$ cat src/hw/rtl/itg_pkg.sv
// ---------------------------------------------------------------------------
// itg_pkg
// Types and constants shared by the icosphere triangle index generator.
// ---------------------------------------------------------------------------
package itg_pkg;

   localparam int NT_W        = 7;
   localparam int INDEX_W     = 16;
   localparam int FACE_W      = 5;
   localparam int NUM_FACES   = 20;
   localparam int QUEUE_DEPTH = 4;

   localparam logic [INDEX_W-1:0] CORNER_COUNT = 16'd12;
   localparam logic [INDEX_W-1:0] EDGE_COUNT   = 16'd30;
   // edge point p of edge e sits at CORNER_COUNT + e*(nt-1) + p - 1
   localparam logic [INDEX_W-1:0] EDGE_OFFSET  = CORNER_COUNT - 16'd1;

   typedef enum logic [1:0] {
      VK_CORNER,
      VK_EDGE,
      VK_INTERIOR
   } vkind_type;

   // corner: id = corner number; edge: id = edge, pos = position;
   // interior: row and pos = local (r, c)
   typedef struct packed {
      vkind_type        kind;
      logic [4:0]       id;
      logic [NT_W-1:0]  pos;
      logic [NT_W-1:0]  row;
   } vdesc_type;

   typedef struct packed {
      logic              bad;
      logic [FACE_W-1:0] face;
      vdesc_type [2:0]   vert;
   } job_type;

   // subdivision register and values derived from it at write time
   typedef struct packed {
      logic [NT_W-1:0]    nt;
      logic [NT_W-1:0]    nt1;
      logic [12:0]        tri_size;
      logic [INDEX_W-1:0] int_base;
   } cfg_type;

endpackage

$ cat src/hw/rtl/itg_req_if.sv
// ---------------------------------------------------------------------------
// itg_req_if
// Request channel: one triangle of one face.
// ---------------------------------------------------------------------------
interface itg_req_if;
   logic       valid;
   logic       ready;
   logic [4:0] face;
   logic [5:0] row;
   logic [5:0] col;
   logic       reversed;

   modport source (output valid, output face, output row, output col, output reversed,
                   input ready);
   modport sink   (input valid, input face, input row, input col, input reversed,
                   output ready);
endinterface

$ cat src/hw/rtl/itg_rsp_if.sv
// ---------------------------------------------------------------------------
// itg_rsp_if
// Response channel: three global vertex indices and an error flag.
// ---------------------------------------------------------------------------
interface itg_rsp_if;
   logic        valid;
   logic        ready;
   logic [15:0] vertex_a;
   logic [15:0] vertex_b;
   logic [15:0] vertex_c;
   logic        bad_request;

   modport source (output valid, output vertex_a, output vertex_b, output vertex_c,
                   output bad_request, input ready);
   modport sink   (input valid, input vertex_a, input vertex_b, input vertex_c,
                   input bad_request, output ready);
endinterface

$ cat src/hw/rtl/icosphere_triangle_index_gen_unit.sv
// ---------------------------------------------------------------------------
// icosphere_triangle_index_gen_unit
// Maps one triangle of a subdivided icosahedron face to three global
// vertex indices.
//
//   channel   dir   handshake       payload
//   req_ch    in    valid/ready     face, row, col, reversed
//   rsp_ch    out   valid/ready     vertex_a, vertex_b, vertex_c, bad_request
//   csr_*     in    write enable    subdivisions (7 bits)
//
// One request per cycle sustained while the queue is not full; each request is
// written into a queue slot on the transfer edge, then passes the product
// stage and the sum stage into the response register.
// Front end classifies into a four-entry queue; req_ch.ready drops only when
// the queue is full, so the front keeps taking work while rsp_ch is stalled.
// Synchronous reset sets subdivisions to 1 and empties queue and pipeline.
// ---------------------------------------------------------------------------
module icosphere_triangle_index_gen_unit #(
   parameter int MAX_SUBDIV = 64
) (
   input  logic       clock,
   input  logic       reset,
   itg_req_if.sink    req_ch,
   itg_rsp_if.source  rsp_ch,
   input  logic       csr_write_enable,
   input  logic [6:0] csr_write_data
);

   itg_pkg::cfg_type cfg_ff, cfg_in;
   logic [13:0]      tri_prod;

   logic             push, pop, queue_full, head_valid;
   itg_pkg::job_type push_job, head_job;

   // derived values are computed from the written data so they are ready at once
   always_comb begin
      cfg_in.nt       = csr_write_data;
      cfg_in.nt1      = csr_write_data - 7'd1;
      tri_prod        = 14'(cfg_in.nt1) * 14'(csr_write_data - 7'd2);
      cfg_in.tri_size = tri_prod[13:1];
      cfg_in.int_base = itg_pkg::CORNER_COUNT
                      + 16'(itg_pkg::EDGE_COUNT * 16'(cfg_in.nt1));
   end

   always_ff @(posedge clock) begin
      if (reset) begin
         cfg_ff.nt       <= 7'd1;
         cfg_ff.nt1      <= '0;
         cfg_ff.tri_size <= '0;
         cfg_ff.int_base <= itg_pkg::CORNER_COUNT;
      end else if (csr_write_enable) begin
         cfg_ff <= cfg_in;
      end
   end

   itg_front #(
      .MAX_SUBDIV (MAX_SUBDIV)
   ) u_front (
      .req_ch     (req_ch),
      .cfg        (cfg_ff),
      .queue_full (queue_full),
      .push       (push),
      .job        (push_job)
   );

   itg_queue u_queue (
      .clock      (clock),
      .reset      (reset),
      .push       (push),
      .push_job   (push_job),
      .pop        (pop),
      .full       (queue_full),
      .head_valid (head_valid),
      .head_job   (head_job)
   );

   itg_back u_back (
      .clock      (clock),
      .reset      (reset),
      .cfg        (cfg_ff),
      .head_valid (head_valid),
      .head_job   (head_job),
      .pop        (pop),
      .rsp_ch     (rsp_ch)
   );

endmodule

$ cat src/hw/rtl/itg_front.sv
// ---------------------------------------------------------------------------
// itg_front
// Accepts requests, checks them and classifies each vertex as corner,
// edge point or interior point of the face.
// ---------------------------------------------------------------------------
module itg_front #(
   parameter int MAX_SUBDIV = 64
) (
   itg_req_if.sink          req_ch,
   input  itg_pkg::cfg_type cfg,
   input  logic             queue_full,
   output logic             push,
   output itg_pkg::job_type job
);

   localparam logic [3:0] FACE_CORNER [itg_pkg::NUM_FACES][3] = '{
      '{4'd0, 4'd1, 4'd2},  '{4'd0, 4'd2, 4'd3},  '{4'd0, 4'd3, 4'd4},
      '{4'd0, 4'd4, 4'd5},  '{4'd0, 4'd5, 4'd1},  '{4'd1, 4'd6, 4'd2},
      '{4'd2, 4'd6, 4'd7},  '{4'd2, 4'd7, 4'd3},  '{4'd3, 4'd7, 4'd8},
      '{4'd3, 4'd8, 4'd4},  '{4'd4, 4'd8, 4'd9},  '{4'd4, 4'd9, 4'd5},
      '{4'd5, 4'd9, 4'd10}, '{4'd5, 4'd10, 4'd1}, '{4'd1, 4'd10, 4'd6},
      '{4'd11, 4'd7, 4'd6}, '{4'd11, 4'd8, 4'd7}, '{4'd11, 4'd9, 4'd8},
      '{4'd11, 4'd10, 4'd9}, '{4'd11, 4'd6, 4'd10}
   };

   localparam logic [4:0] FACE_EDGE [itg_pkg::NUM_FACES][3] = '{
      '{5'd0, 5'd5, 5'd1},    '{5'd1, 5'd6, 5'd2},    '{5'd2, 5'd7, 5'd3},
      '{5'd3, 5'd8, 5'd4},    '{5'd4, 5'd9, 5'd0},    '{5'd10, 5'd11, 5'd5},
      '{5'd11, 5'd20, 5'd12}, '{5'd12, 5'd13, 5'd6},  '{5'd13, 5'd21, 5'd14},
      '{5'd14, 5'd15, 5'd7},  '{5'd15, 5'd22, 5'd16}, '{5'd16, 5'd17, 5'd8},
      '{5'd17, 5'd23, 5'd18}, '{5'd18, 5'd19, 5'd9},  '{5'd19, 5'd24, 5'd10},
      '{5'd26, 5'd20, 5'd25}, '{5'd27, 5'd21, 5'd26}, '{5'd28, 5'd22, 5'd27},
      '{5'd29, 5'd23, 5'd28}, '{5'd25, 5'd24, 5'd29}
   };

   // left, bottom, right side direction flags
   localparam logic FACE_DIR [itg_pkg::NUM_FACES][3] = '{
      '{1'b1, 1'b1, 1'b0}, '{1'b1, 1'b1, 1'b0}, '{1'b1, 1'b1, 1'b0},
      '{1'b1, 1'b1, 1'b0}, '{1'b1, 1'b1, 1'b0}, '{1'b1, 1'b1, 1'b0},
      '{1'b0, 1'b1, 1'b0}, '{1'b1, 1'b1, 1'b0}, '{1'b0, 1'b1, 1'b0},
      '{1'b1, 1'b1, 1'b0}, '{1'b0, 1'b1, 1'b0}, '{1'b1, 1'b1, 1'b0},
      '{1'b0, 1'b1, 1'b0}, '{1'b1, 1'b1, 1'b0}, '{1'b0, 1'b1, 1'b0},
      '{1'b0, 1'b0, 1'b1}, '{1'b0, 1'b0, 1'b1}, '{1'b0, 1'b0, 1'b1},
      '{1'b0, 1'b0, 1'b1}, '{1'b0, 1'b0, 1'b1}
   };

   function automatic itg_pkg::vdesc_type classify(
      input logic [itg_pkg::NT_W-1:0]   nt,
      input logic [itg_pkg::FACE_W-1:0] f,
      input logic [itg_pkg::NT_W-1:0]   r,
      input logic [itg_pkg::NT_W-1:0]   c
   );
      itg_pkg::vdesc_type d;
      d = '{kind: itg_pkg::VK_CORNER, id: '0, pos: '0, row: '0};
      priority if (r == '0) begin
         d.id = {1'b0, FACE_CORNER[f][0]};
      end else if (r == nt) begin
         priority if (c == '0) begin
            d.id = {1'b0, FACE_CORNER[f][1]};
         end else if (c == nt) begin
            d.id = {1'b0, FACE_CORNER[f][2]};
         end else begin
            d.kind = itg_pkg::VK_EDGE;
            d.id   = FACE_EDGE[f][1];
            d.pos  = FACE_DIR[f][1] ? c : nt - c;
         end
      end else if (c == '0) begin
         d.kind = itg_pkg::VK_EDGE;
         d.id   = FACE_EDGE[f][0];
         d.pos  = FACE_DIR[f][0] ? r : nt - r;
      end else if (c == r) begin
         d.kind = itg_pkg::VK_EDGE;
         d.id   = FACE_EDGE[f][2];
         d.pos  = FACE_DIR[f][2] ? nt - r : r;
      end else begin
         d.kind = itg_pkg::VK_INTERIOR;
         d.row  = r;
         d.pos  = c;
      end
      return d;
   endfunction

   logic [itg_pkg::NT_W-1:0]   r0, r1, c0, c1;
   logic [itg_pkg::FACE_W-1:0] face_safe;
   logic                       bad;

   always_comb begin
      r0 = {1'b0, req_ch.row};
      c0 = {1'b0, req_ch.col};
      r1 = r0 + 7'd1;
      c1 = c0 + 7'd1;

      bad = (cfg.nt == '0)
         || ({1'b0, cfg.nt} > 8'(MAX_SUBDIV))
         || (req_ch.face > 5'(itg_pkg::NUM_FACES - 1))
         || (r0 >= cfg.nt)
         || (req_ch.reversed ? (c0 >= r0) : (c0 > r0));

      face_safe = bad ? '0 : req_ch.face;

      job.bad  = bad;
      job.face = face_safe;
      if (bad) begin
         job.vert = '0;
      end else begin
         job.vert[0] = classify(cfg.nt, face_safe, r0, c0);
         if (req_ch.reversed) begin
            job.vert[1] = classify(cfg.nt, face_safe, r1, c1);
            job.vert[2] = classify(cfg.nt, face_safe, r0, c1);
         end else begin
            job.vert[1] = classify(cfg.nt, face_safe, r1, c0);
            job.vert[2] = classify(cfg.nt, face_safe, r1, c1);
         end
      end
   end

   assign req_ch.ready = !queue_full;
   assign push         = req_ch.valid && !queue_full;

endmodule

$ cat src/hw/rtl/itg_queue.sv
// ---------------------------------------------------------------------------
// itg_queue
// Small FIFO of classified jobs between the front and back ends.
// ---------------------------------------------------------------------------
module itg_queue (
   input  logic             clock,
   input  logic             reset,
   input  logic             push,
   input  itg_pkg::job_type push_job,
   input  logic             pop,
   output logic             full,
   output logic             head_valid,
   output itg_pkg::job_type head_job
);

   localparam int PTR_W = $clog2(itg_pkg::QUEUE_DEPTH);
   localparam int CNT_W = $clog2(itg_pkg::QUEUE_DEPTH + 1);

   itg_pkg::job_type  slot_ff [itg_pkg::QUEUE_DEPTH];
   logic [PTR_W-1:0]  wr_ptr_ff, wr_ptr_in;
   logic [PTR_W-1:0]  rd_ptr_ff, rd_ptr_in;
   logic [CNT_W-1:0]  count_ff, count_in;

   always_comb begin
      wr_ptr_in = push ? wr_ptr_ff + PTR_W'(1) : wr_ptr_ff;
      rd_ptr_in = pop  ? rd_ptr_ff + PTR_W'(1) : rd_ptr_ff;
      count_in  = count_ff + CNT_W'(push) - CNT_W'(pop);
   end

   always_ff @(posedge clock) begin
      if (reset) begin
         wr_ptr_ff <= '0;
         rd_ptr_ff <= '0;
         count_ff  <= '0;
      end else begin
         wr_ptr_ff <= wr_ptr_in;
         rd_ptr_ff <= rd_ptr_in;
         count_ff  <= count_in;
      end
      if (push) begin
         slot_ff[wr_ptr_ff] <= push_job;
      end
   end

   assign full       = (count_ff == CNT_W'(itg_pkg::QUEUE_DEPTH));
   assign head_valid = (count_ff != '0);
   assign head_job   = slot_ff[rd_ptr_ff];

`ifndef SYNTHESIS
   a_count_bound: assert property (@(posedge clock) disable iff (reset)
      count_ff <= CNT_W'(itg_pkg::QUEUE_DEPTH))
      else $error("queue count beyond depth");

   a_no_overflow: assert property (@(posedge clock) disable iff (reset)
      !(push && full))
      else $error("push into full queue");

   a_no_underflow: assert property (@(posedge clock) disable iff (reset)
      !(pop && !head_valid))
      else $error("pop from empty queue");

   a_ptr_gap: assert property (@(posedge clock) disable iff (reset)
      (count_ff == '0 || count_ff == CNT_W'(itg_pkg::QUEUE_DEPTH))
         |-> (wr_ptr_ff == rd_ptr_ff))
      else $error("queue pointers disagree with count");
`endif

endmodule

$ cat src/hw/rtl/itg_back.sv
// ---------------------------------------------------------------------------
// itg_back
// Two-stage index pipeline: products, then sums into the response register.
// ---------------------------------------------------------------------------
module itg_back (
   input  logic             clock,
   input  logic             reset,
   input  itg_pkg::cfg_type cfg,
   input  logic             head_valid,
   input  itg_pkg::job_type head_job,
   output logic             pop,
   itg_rsp_if.source        rsp_ch
);

   logic                    out_adv, s1_ready;
   logic [13:0]             prod [3];
   logic [17:0]             ftri_full;

   logic                    s1_valid_ff;
   itg_pkg::job_type        s1_job_ff;
   logic [13:0]             s1_prod_ff [3];
   logic [itg_pkg::INDEX_W-1:0] s1_ftri_ff;

   logic                    rsp_valid_ff;
   logic                    rsp_bad_ff;
   logic [itg_pkg::INDEX_W-1:0] idx_in [3];
   logic [itg_pkg::INDEX_W-1:0] idx_ff [3];

   always_comb begin
      out_adv  = !rsp_valid_ff || rsp_ch.ready;
      s1_ready = !s1_valid_ff || out_adv;
      pop      = head_valid && s1_ready;
   end

   // stage 1: one product per vertex lane, plus the face offset shared by all
   always_comb begin
      logic [6:0] opa, opb;
      for (int k = 0; k < 3; k++) begin
         if (head_job.vert[k].kind == itg_pkg::VK_EDGE) begin
            opa = {2'b00, head_job.vert[k].id};
            opb = cfg.nt1;
         end else begin
            opa = head_job.vert[k].row - 7'd1;
            opb = head_job.vert[k].row - 7'd2;
         end
         prod[k] = 14'(opa) * 14'(opb);
      end
      ftri_full = 18'(head_job.face) * 18'(cfg.tri_size);
   end

   always_ff @(posedge clock) begin
      if (reset) begin
         s1_valid_ff <= 1'b0;
      end else if (s1_ready) begin
         s1_valid_ff <= head_valid;
      end
      if (s1_ready) begin
         s1_job_ff  <= head_job;
         s1_prod_ff <= prod;
         s1_ftri_ff <= ftri_full[itg_pkg::INDEX_W-1:0];
      end
   end

   // stage 2: add up the index of each vertex
   always_comb begin
      for (int k = 0; k < 3; k++) begin
         unique case (s1_job_ff.vert[k].kind)
            itg_pkg::VK_CORNER: begin
               idx_in[k] = 16'(s1_job_ff.vert[k].id);
            end
            itg_pkg::VK_EDGE: begin
               idx_in[k] = 16'(s1_prod_ff[k]) + 16'(s1_job_ff.vert[k].pos)
                         + itg_pkg::EDGE_OFFSET;
            end
            itg_pkg::VK_INTERIOR: begin
               idx_in[k] = cfg.int_base + s1_ftri_ff + 16'(s1_prod_ff[k][13:1])
                         + 16'(s1_job_ff.vert[k].pos) - 16'd1;
            end
            default: begin
               idx_in[k] = '0;
            end
         endcase
      end
   end

   always_ff @(posedge clock) begin
      if (reset) begin
         rsp_valid_ff <= 1'b0;
      end else if (out_adv) begin
         rsp_valid_ff <= s1_valid_ff;
      end
      if (out_adv) begin
         rsp_bad_ff <= s1_job_ff.bad;
         idx_ff     <= idx_in;
      end
   end

   assign rsp_ch.valid       = rsp_valid_ff;
   assign rsp_ch.vertex_a    = idx_ff[0];
   assign rsp_ch.vertex_b    = idx_ff[1];
   assign rsp_ch.vertex_c    = idx_ff[2];
   assign rsp_ch.bad_request = rsp_bad_ff;

`ifndef SYNTHESIS
   a_stall_holds_s1: assert property (@(posedge clock) disable iff (reset)
      (s1_valid_ff && !out_adv) |=> (s1_valid_ff && $stable(s1_job_ff)))
      else $error("stage 1 lost its job during a stall");

   a_no_pop_on_stall: assert property (@(posedge clock) disable iff (reset)
      (s1_valid_ff && !out_adv) |-> !pop)
      else $error("pop while stage 1 is blocked");

   a_bad_is_zero: assert property (@(posedge clock) disable iff (reset)
      (rsp_valid_ff && rsp_bad_ff) |-> (idx_ff[0] == '0 && idx_ff[1] == '0
                                        && idx_ff[2] == '0))
      else $error("rejected request with non-zero index");
`endif

endmodule

$ cat src/flat_wrapper.sv
// flat-port wrapper written by rule: the top's interface ports become plain ports
module icosphere_triangle_index_gen_unit_flat 
#(
   parameter int MAX_SUBDIV = 64
)
  (clock, reset, csr_write_enable, csr_write_data, req_ch_valid, req_ch_face, req_ch_row, req_ch_col, req_ch_reversed, req_ch_ready, rsp_ch_valid, rsp_ch_vertex_a, rsp_ch_vertex_b, rsp_ch_vertex_c, rsp_ch_bad_request, rsp_ch_ready);
  itg_req_if req_ch_i ();
  itg_rsp_if rsp_ch_i ();
  input  logic clock;
  input  logic reset;
  input  logic csr_write_enable;
  input  logic [6:0] csr_write_data;
  input wire logic [$bits(req_ch_i.valid)-1:0] req_ch_valid;
  input wire logic [$bits(req_ch_i.face)-1:0] req_ch_face;
  input wire logic [$bits(req_ch_i.row)-1:0] req_ch_row;
  input wire logic [$bits(req_ch_i.col)-1:0] req_ch_col;
  input wire logic [$bits(req_ch_i.reversed)-1:0] req_ch_reversed;
  output wire logic [$bits(req_ch_i.ready)-1:0] req_ch_ready;
  output wire logic [$bits(rsp_ch_i.valid)-1:0] rsp_ch_valid;
  output wire logic [$bits(rsp_ch_i.vertex_a)-1:0] rsp_ch_vertex_a;
  output wire logic [$bits(rsp_ch_i.vertex_b)-1:0] rsp_ch_vertex_b;
  output wire logic [$bits(rsp_ch_i.vertex_c)-1:0] rsp_ch_vertex_c;
  output wire logic [$bits(rsp_ch_i.bad_request)-1:0] rsp_ch_bad_request;
  input wire logic [$bits(rsp_ch_i.ready)-1:0] rsp_ch_ready;
  assign req_ch_i.valid = req_ch_valid;
  assign req_ch_i.face = req_ch_face;
  assign req_ch_i.row = req_ch_row;
  assign req_ch_i.col = req_ch_col;
  assign req_ch_i.reversed = req_ch_reversed;
  assign req_ch_ready = req_ch_i.ready;
  assign rsp_ch_valid = rsp_ch_i.valid;
  assign rsp_ch_vertex_a = rsp_ch_i.vertex_a;
  assign rsp_ch_vertex_b = rsp_ch_i.vertex_b;
  assign rsp_ch_vertex_c = rsp_ch_i.vertex_c;
  assign rsp_ch_bad_request = rsp_ch_i.bad_request;
  assign rsp_ch_i.ready = rsp_ch_ready;
  icosphere_triangle_index_gen_unit #(.MAX_SUBDIV(MAX_SUBDIV)) u_core (.clock(clock), .reset(reset), .req_ch(req_ch_i), .rsp_ch(rsp_ch_i), .csr_write_enable(csr_write_enable), .csr_write_data(csr_write_data));
endmodule
$ cat config.mk
export PLATFORM = sky130hd
export DESIGN_NAME = icosphere_triangle_index_gen_unit_flat
export DESIGN_NICKNAME = d
export VERILOG_FILES = /design/src/hw/rtl/itg_pkg.sv /design/src/hw/rtl/itg_req_if.sv /design/src/hw/rtl/itg_rsp_if.sv /design/src/hw/rtl/icosphere_triangle_index_gen_unit.sv /design/src/hw/rtl/itg_front.sv /design/src/hw/rtl/itg_queue.sv /design/src/hw/rtl/itg_back.sv /design/src/flat_wrapper.sv
export SDC_FILE = /design/constraint.sdc
export NUM_CORES = 2
export LEC_CHECK = 0
export ABC_AREA = 1
export BUFFER_PORTS_ARGS = -buffer_cell sky130_fd_sc_hd__buf_2
export CORE_MARGIN = 3
export CORE_UTILIZATION = 50
export DETAILED_ROUTE_END_ITERATION = 7
export PLACE_DENSITY = 0.73
export SETUP_SLACK_MARGIN = 0.2
export SKIP_LAST_GASP = 1
export SLEW_MARGIN = 10
export SYNTH_ARGS = -nofsm -noshare
export SYNTH_HDL_FRONTEND = slang
export SYNTH_SLANG_ARGS = --single-unit
$ cat constraint.sdc
create_clock -name clock -period 18.6 [get_ports clock]
set_input_delay 1.86 -clock clock [delete_from_list [all_inputs] [get_ports clock]]
set_output_delay 1.86 -clock clock [all_outputs]
set_load 0.02 [all_outputs]
* After elaboration in Yosys (flattened, before gate mapping)
Memory sizes are Yosys's and may differ from the RTL's. A register that Yosys moved wholly into a read port is not among the register bits. Index checks and enable logic that the tools add are counted.
Word-level totals: memories 4, bits in writable memories 276, ROM bits 960, output and inout port bits 51, bits in latches 0, input port bits 30, word-level logic and storage cells 202, flip-flop bits (word level) 202
Memory list:
- (no name shown) | depth 32, bits a word 15, rd ports 1, clocked after memory_dff 0, write ports 0, RTL line itg_front.sv:73 | d.id = FACE_EDGE[f][2];
- (no name shown) | depth 32, bits a word 12, rd ports 1, clocked after memory_dff 0, write ports 0, RTL line itg_front.sv:61 | d.id = {1'b0, FACE_CORNER[f][2]};
- u_core.u_queue.slot_ff | depth 4, bits a word 69, rd ports 1, clocked after memory_dff 1, write ports 1, RTL line itg_queue.sv:19 | itg_pkg::job_type slot_ff [itg_pkg::QUEUE_DEPTH];
- (no name shown) | depth 32, bits a word 3, rd ports 1, clocked after memory_dff 0, write ports 0, RTL line itg_front.sv:74 | d.pos = FACE_DIR[f][2] ? nt - r : r;
Operators by class: $mul 6, shift-type cells 0, mux-type cells 85, add/subtract/negate cells 35, bitwise logic cells 1, divide/modulo/power cells 0, eq/ne operators 18, reduce and logical (&&, ||, !) cells 20, magnitude comparators 6
Operators by type and width (count):
- $mux 7 | 26
- $mux 14 | 12
- $pmux 16 s3 | 3
- $mux 5 | 13
- $mux 63 | 1
- $add 15x4->16 const B | 3
- $add 16x13->16 | 3
- $add 16x7->16 | 3
- $sub 16x1->16 const B | 3
- $add 14x7->15 | 3
- $mul 7x7->14 | 3
- $mux 42 | 1
- $mux 6 | 6
- $mux 15 | 2
- $sub 7x1->7 const B | 4
- $mux 12 | 2
- $mux 2 | 12
- $eq 6x7->1 | 3
- $eq 7x7->1 | 3
- $logic_not 7->1 | 3
- $sub 7x2->7 const B | 3
- $add 16x16->16 | 1
- $mul 5x13->16 | 1
- $add 6x1->7 const B | 2
- 29 further kinds | 55

* Logic depth before layout (Yosys ltp)
word-level depth 17, gate-level depth with buffers 35, gate-level depth less buffers 33

* Hierarchy
From an unflattened synthesis, not the netlist that was laid out.
Second synthesis, totals: cell total of the unflattened synthesis 4825, area total of the unflattened synthesis 39809.4 um^2
Modules (own cells, without submodules):
- itg_back | cells an instance 2343, seq. area each 4544.4 um^2, times used 1, area an instance 18682.9 um^2
- itg_queue | cells an instance 861, seq. area each 8468.1 um^2, times used 1, area an instance 11339.6 um^2
- itg_front | cells an instance 1053, seq. area each 0.0 um^2, times used 1, area an instance 5456.5 um^2
- icosphere_triangle_index_gen_unit | cells an instance 568, seq. area each 740.7 um^2, times used 1, area an instance 4330.4 um^2

* Worst setup path before layout
Ideal clock, no wire load.
path type in2reg, start point in csr_write_data[1], end point reg u_core.cfg_ff[27] in the netlist's numbering, setup time 0.115 ns, path buffers 0, data arrival time 6.635 ns, required time 18.485 ns, cell stages on the path 26, slack 11.850 ns, cell sequence inv_1 ha_1 xnor2_1 nor2_1 a21oi_1 nor2_1 fa_1 inv_1 fa_1 inv_1 fa_1 inv_1 fa_1 inv_1 ha_1 a21oi_1 o21ai_0 nand2_1 nand2_1 a21oi_1 inv_1 a21oi_1 o21ai_0 xor2_1 o21ai_0 inv_1
On the way: cells in the longest elaborated chain, start to end 2, elaborated cells on any way between the ends 3, classes of those cells 2 x add/sub; 1 x mul
Ends and longest elaborated chain:
- start, declared | RTL line flat_wrapper.sv:12 | input logic [6:0] csr_write_data;
- $sub 7x1->7 or $sub 7x2->8 (tied branches) | RTL line icosphere_triangle_index_gen_unit.sv:38, icosphere_triangle_index_gen_unit.sv:39
- $mul 7x14->14 (*) | RTL line icosphere_triangle_index_gen_unit.sv:39 | tri_prod = 14'(cfg_in.nt1) * 14'(csr_write_data - 7'd2);
- end signal, assigned | RTL line icosphere_triangle_index_gen_unit.sv:52 | cfg_ff <= cfg_in;
- end, declared | RTL line icosphere_triangle_index_gen_unit.sv:29 | itg_pkg::cfg_type cfg_ff, cfg_in;
Mark *: on every way between the ends. The rest lies on a longest branch, timed or not. A chain may end at the register's enable or synchronous reset.

==> results.json <==
{
  "status": "complete, no violations",
  "ys.warnings.count": 0,
  "synth.distinct_cells": 62,
  "slew_viol_final": 0,
  "fin_crit_sh_pct": 40.2,
  "first_global_vias": 28300,
  "ys.flop_type": "edfxtp_1",
  "vias": 29100,
  "synthTopCellsByArea": "edfxtp_1 34%, ha_1 13%, fa_1 9.9%, nand2_1 7.7%, inv_1 6.8%",
  "async_flop_share_pct": 0,
  "dieHeight_um": 278,
  "hold_path_class": "reg -> reg",
  "cts_resized": 0,
  "gp_congestion": 1.01,
  "cp_slowest_cell": "dfxtp_4",
  "grt_max_degree": 84,
  "synth_area_leader_cell": "edfxtp_1",
  "clk_latency_ps": 610,
  "post-route-min-period_ps": 7470,
  "critPathTopFamily": "adder cells",
  "path_clk_slew_ps": 60,
  "wl_per_cell_um": 18.4,
  "ys_seq_area_share_pct": 37.0,
  "setup_tns_ps": 0,
  "drive_gt1_share_pct": 5.84,
  "final_cell_mix": "755 x nand2_1, 662 x inv_1, 448 x nor2_1",
  "coreArea_um2": 72200,
  "rsz0062_at_grt": "false",
  "synthesis.nets": 4821,
  "mostFrequentLayoutCell": "nand2_1",
  "hold_violations": 0,
  "synth_top_area_share_pct": 34.4,
  "fmax_mhz": 134,
  "end_kind": "register",
  "final_nets": 4866,
  "port_buffers": 80,
  "post-cts-setup-buffer-count": 0,
  "syn-cell-area_um2": 36900,
  "hold_buffers": 0,
  "fillers": 6395,
  "die_area_um2": 77000,
  "dr.pass1.iters": 6,
  "drv_cap": 0,
  "skew_ps": 19.3,
  "area_growth_pct": 7.86,
  "clockBufferDepth": 3,
  "dieWidth_um": 278,
  "drc": 0,
  "cp.arrival_ps": 7820,
  "hpwlAfterDp_um": 73900,
  "num_rows": 98,
  "cts_sinks": 470,
  "drtIter0Drc": 2714,
  "cts_tree": "done",
  "grt_usage_pct": 25.1,
  "syn_avg_cell_area_um2": 8.71,
  "grt_overflow": 0,
  "cts_made_buffers": 48,
  "synthCells": 4233,
  "grt_pass1_wl_um": 155000,
  "drt_wl_total_um": 96800,
  "cts_root_buf": "clkbuf_16",
  "avgViaCountPerCell": 5.53,
  "ys_ff_latch": 470,
  "antenna_found_initial": 3,
  "setup_violations": 0,
  "synth-edff-count": 422,
  "start_util_pct": 51.0,
  "crit_path_start_kind": "register",
  "io_pins": 81,
  "slew_headroom_pct": 18.1,
  "critPathBufInv": 9,
  "cpPeakStageDelay_ps": 590,
  "ctsHtreeMaxLevel": 2,
  "crit_type": "reg -> reg",
  "cpMostUsedCell": "inv_1",
  "cp_data_required_time_ps": 18950,
  "drtAntennaViolNets": 0,
  "worst_pin_slew_ps": 1210,
  "crit_fanout": 45
}
[final cells by class]
type	count	area (um2)	share of cell area [%]
repair buffers	104	581	1.46
clock inverters	27	278	0.699
clock buffers	59	1280	3.23
well taps	950	1190	2.99
multi-input cells	2970	20200	50.9
inverters	684	2570	6.47
diodes	1	2.50	0.00629
flip-flops and latches	470	13600	34.3
[final timing paths]
| path | cells after the start | end | slack [ps] | startpoint |
|---|---|---|---|---|
| worst min register to register | 0 | u_core.u_back.rsp_ch.bad_request$_DFFE_PP_ | 420 | u_core.u_back.s1_job_ff[68]$_DFFE_PN_ |
| worst max-delay path | 28 | u_core.u_back.s1_prod_ff[12]$_DFFE_PN_ | 11130 | register |
| worst min-delay path | 0 | u_core.u_back.rsp_ch.bad_request$_DFFE_PP_ | 420 | u_core.u_back.s1_job_ff[68]$_DFFE_PN_ |
| worst max register to register | 28 | u_core.u_back.s1_prod_ff[12]$_DFFE_PN_ | 11130 | register |
[routing by layer]
metal | GRT usage (%) | part of all wire [%]
met5 | 0 | 0
met4 | 10.0 | 4.2
met3 | 3.40 | 7.6
met2 | 40.2 | 45
met1 | 34.5 | 43
[synth_stat cells, types with 3 or more instances]
| master | count |
|---|---|
| inv_1 | 663 |
| fa_1 | 182 |
| nand3_1 | 178 |
| a211oi_1 | 5 |
| o2111ai_1 | 6 |
| nand3_2 | 5 |
| clkinv_1 | 11 |
| edfxtp_1 | 422 |
| o21ai_1 | 45 |
| a31oi_1 | 17 |
| ha_1 | 376 |
| o21a_1 | 6 |
| o31ai_1 | 4 |
| or2_1 | 5 |
| buf_2 | 17 |
| o311ai_0 | 4 |
| nor2_1 | 452 |
| o21ai_0 | 280 |
| buf_4 | 8 |
| xor2_1 | 112 |
| nand3_4 | 3 |
| o21bai_1 | 11 |
| a32o_1 | 13 |
| dfxtp_1 | 48 |
| xnor2_1 | 41 |
| nor2_8 | 3 |
| nand4_1 | 26 |
| a21o_1 | 6 |
| o221ai_1 | 4 |
| o211ai_1 | 16 |
| nor2_2 | 5 |
| nor3_1 | 25 |
| inv_2 | 9 |
| buf_1 | 12 |
| or2_2 | 25 |
| a32oi_1 | 10 |
| o22ai_1 | 55 |
| buf_6 | 4 |
| nor4_1 | 7 |
| a21oi_1 | 260 |
| nor2_4 | 3 |
| nand2_1 | 756 |
| clkbuf_1 | 67 |
[state kept, by name, indices dropped and copies added, names as in the netlist, named ones only]
name                              count
u_core.cfg_ff                        37
u_core.u_back.rsp_ch.bad_request      1
u_core.u_back.rsp_ch.valid            1
u_core.u_back.rsp_ch.vertex_a        16
u_core.u_back.rsp_ch.vertex_b        16
u_core.u_back.rsp_ch.vertex_c        16
u_core.u_back.s1_ftri_ff             16
u_core.u_back.s1_job_ff              43
u_core.u_back.s1_prod_ff             42
u_core.u_back.s1_valid_ff             1
u_core.u_queue.count_ff               3
u_core.u_queue.rd_ptr_ff              2
u_core.u_queue.slot_ff              272
u_core.u_queue.wr_ptr_ff              2
[per-stage QoR]
stage	cell area (um2)	hold slack (ps)	instances	util [%]	setup WS, ps
global route	39800	429	5264	55.1	10610
detailed placement	38200	411	5178	52.9	10860
floorplan	36900	400	4233	-	11850
finish	39800	424	5265	55.1	11130
global placement	38200	407	5178	52.9	10930
CTS	39800	425	5264	55.1	11120
[kinds of logic after synthesis]
| kind of cell | Yosys count | synth area share (%) |
|---|---|---|
| multiplexers | 1 | 0.0272 |
| AND/OR/NAND/NOR | 1502 | 17.0 |
| flip-flops | 470 | 37.0 |
| XOR/XNOR | 153 | 3.63 |
| buffers and inverters | 793 | 8.30 |
| AO/OA/AOI/OAI | 756 | 11.5 |
| adder cells (fa/ha/maj) | 558 | 22.6 |
Power is not shown: default switching activity piles up to over one toggle a cycle in this logic, so the estimate is an artifact.
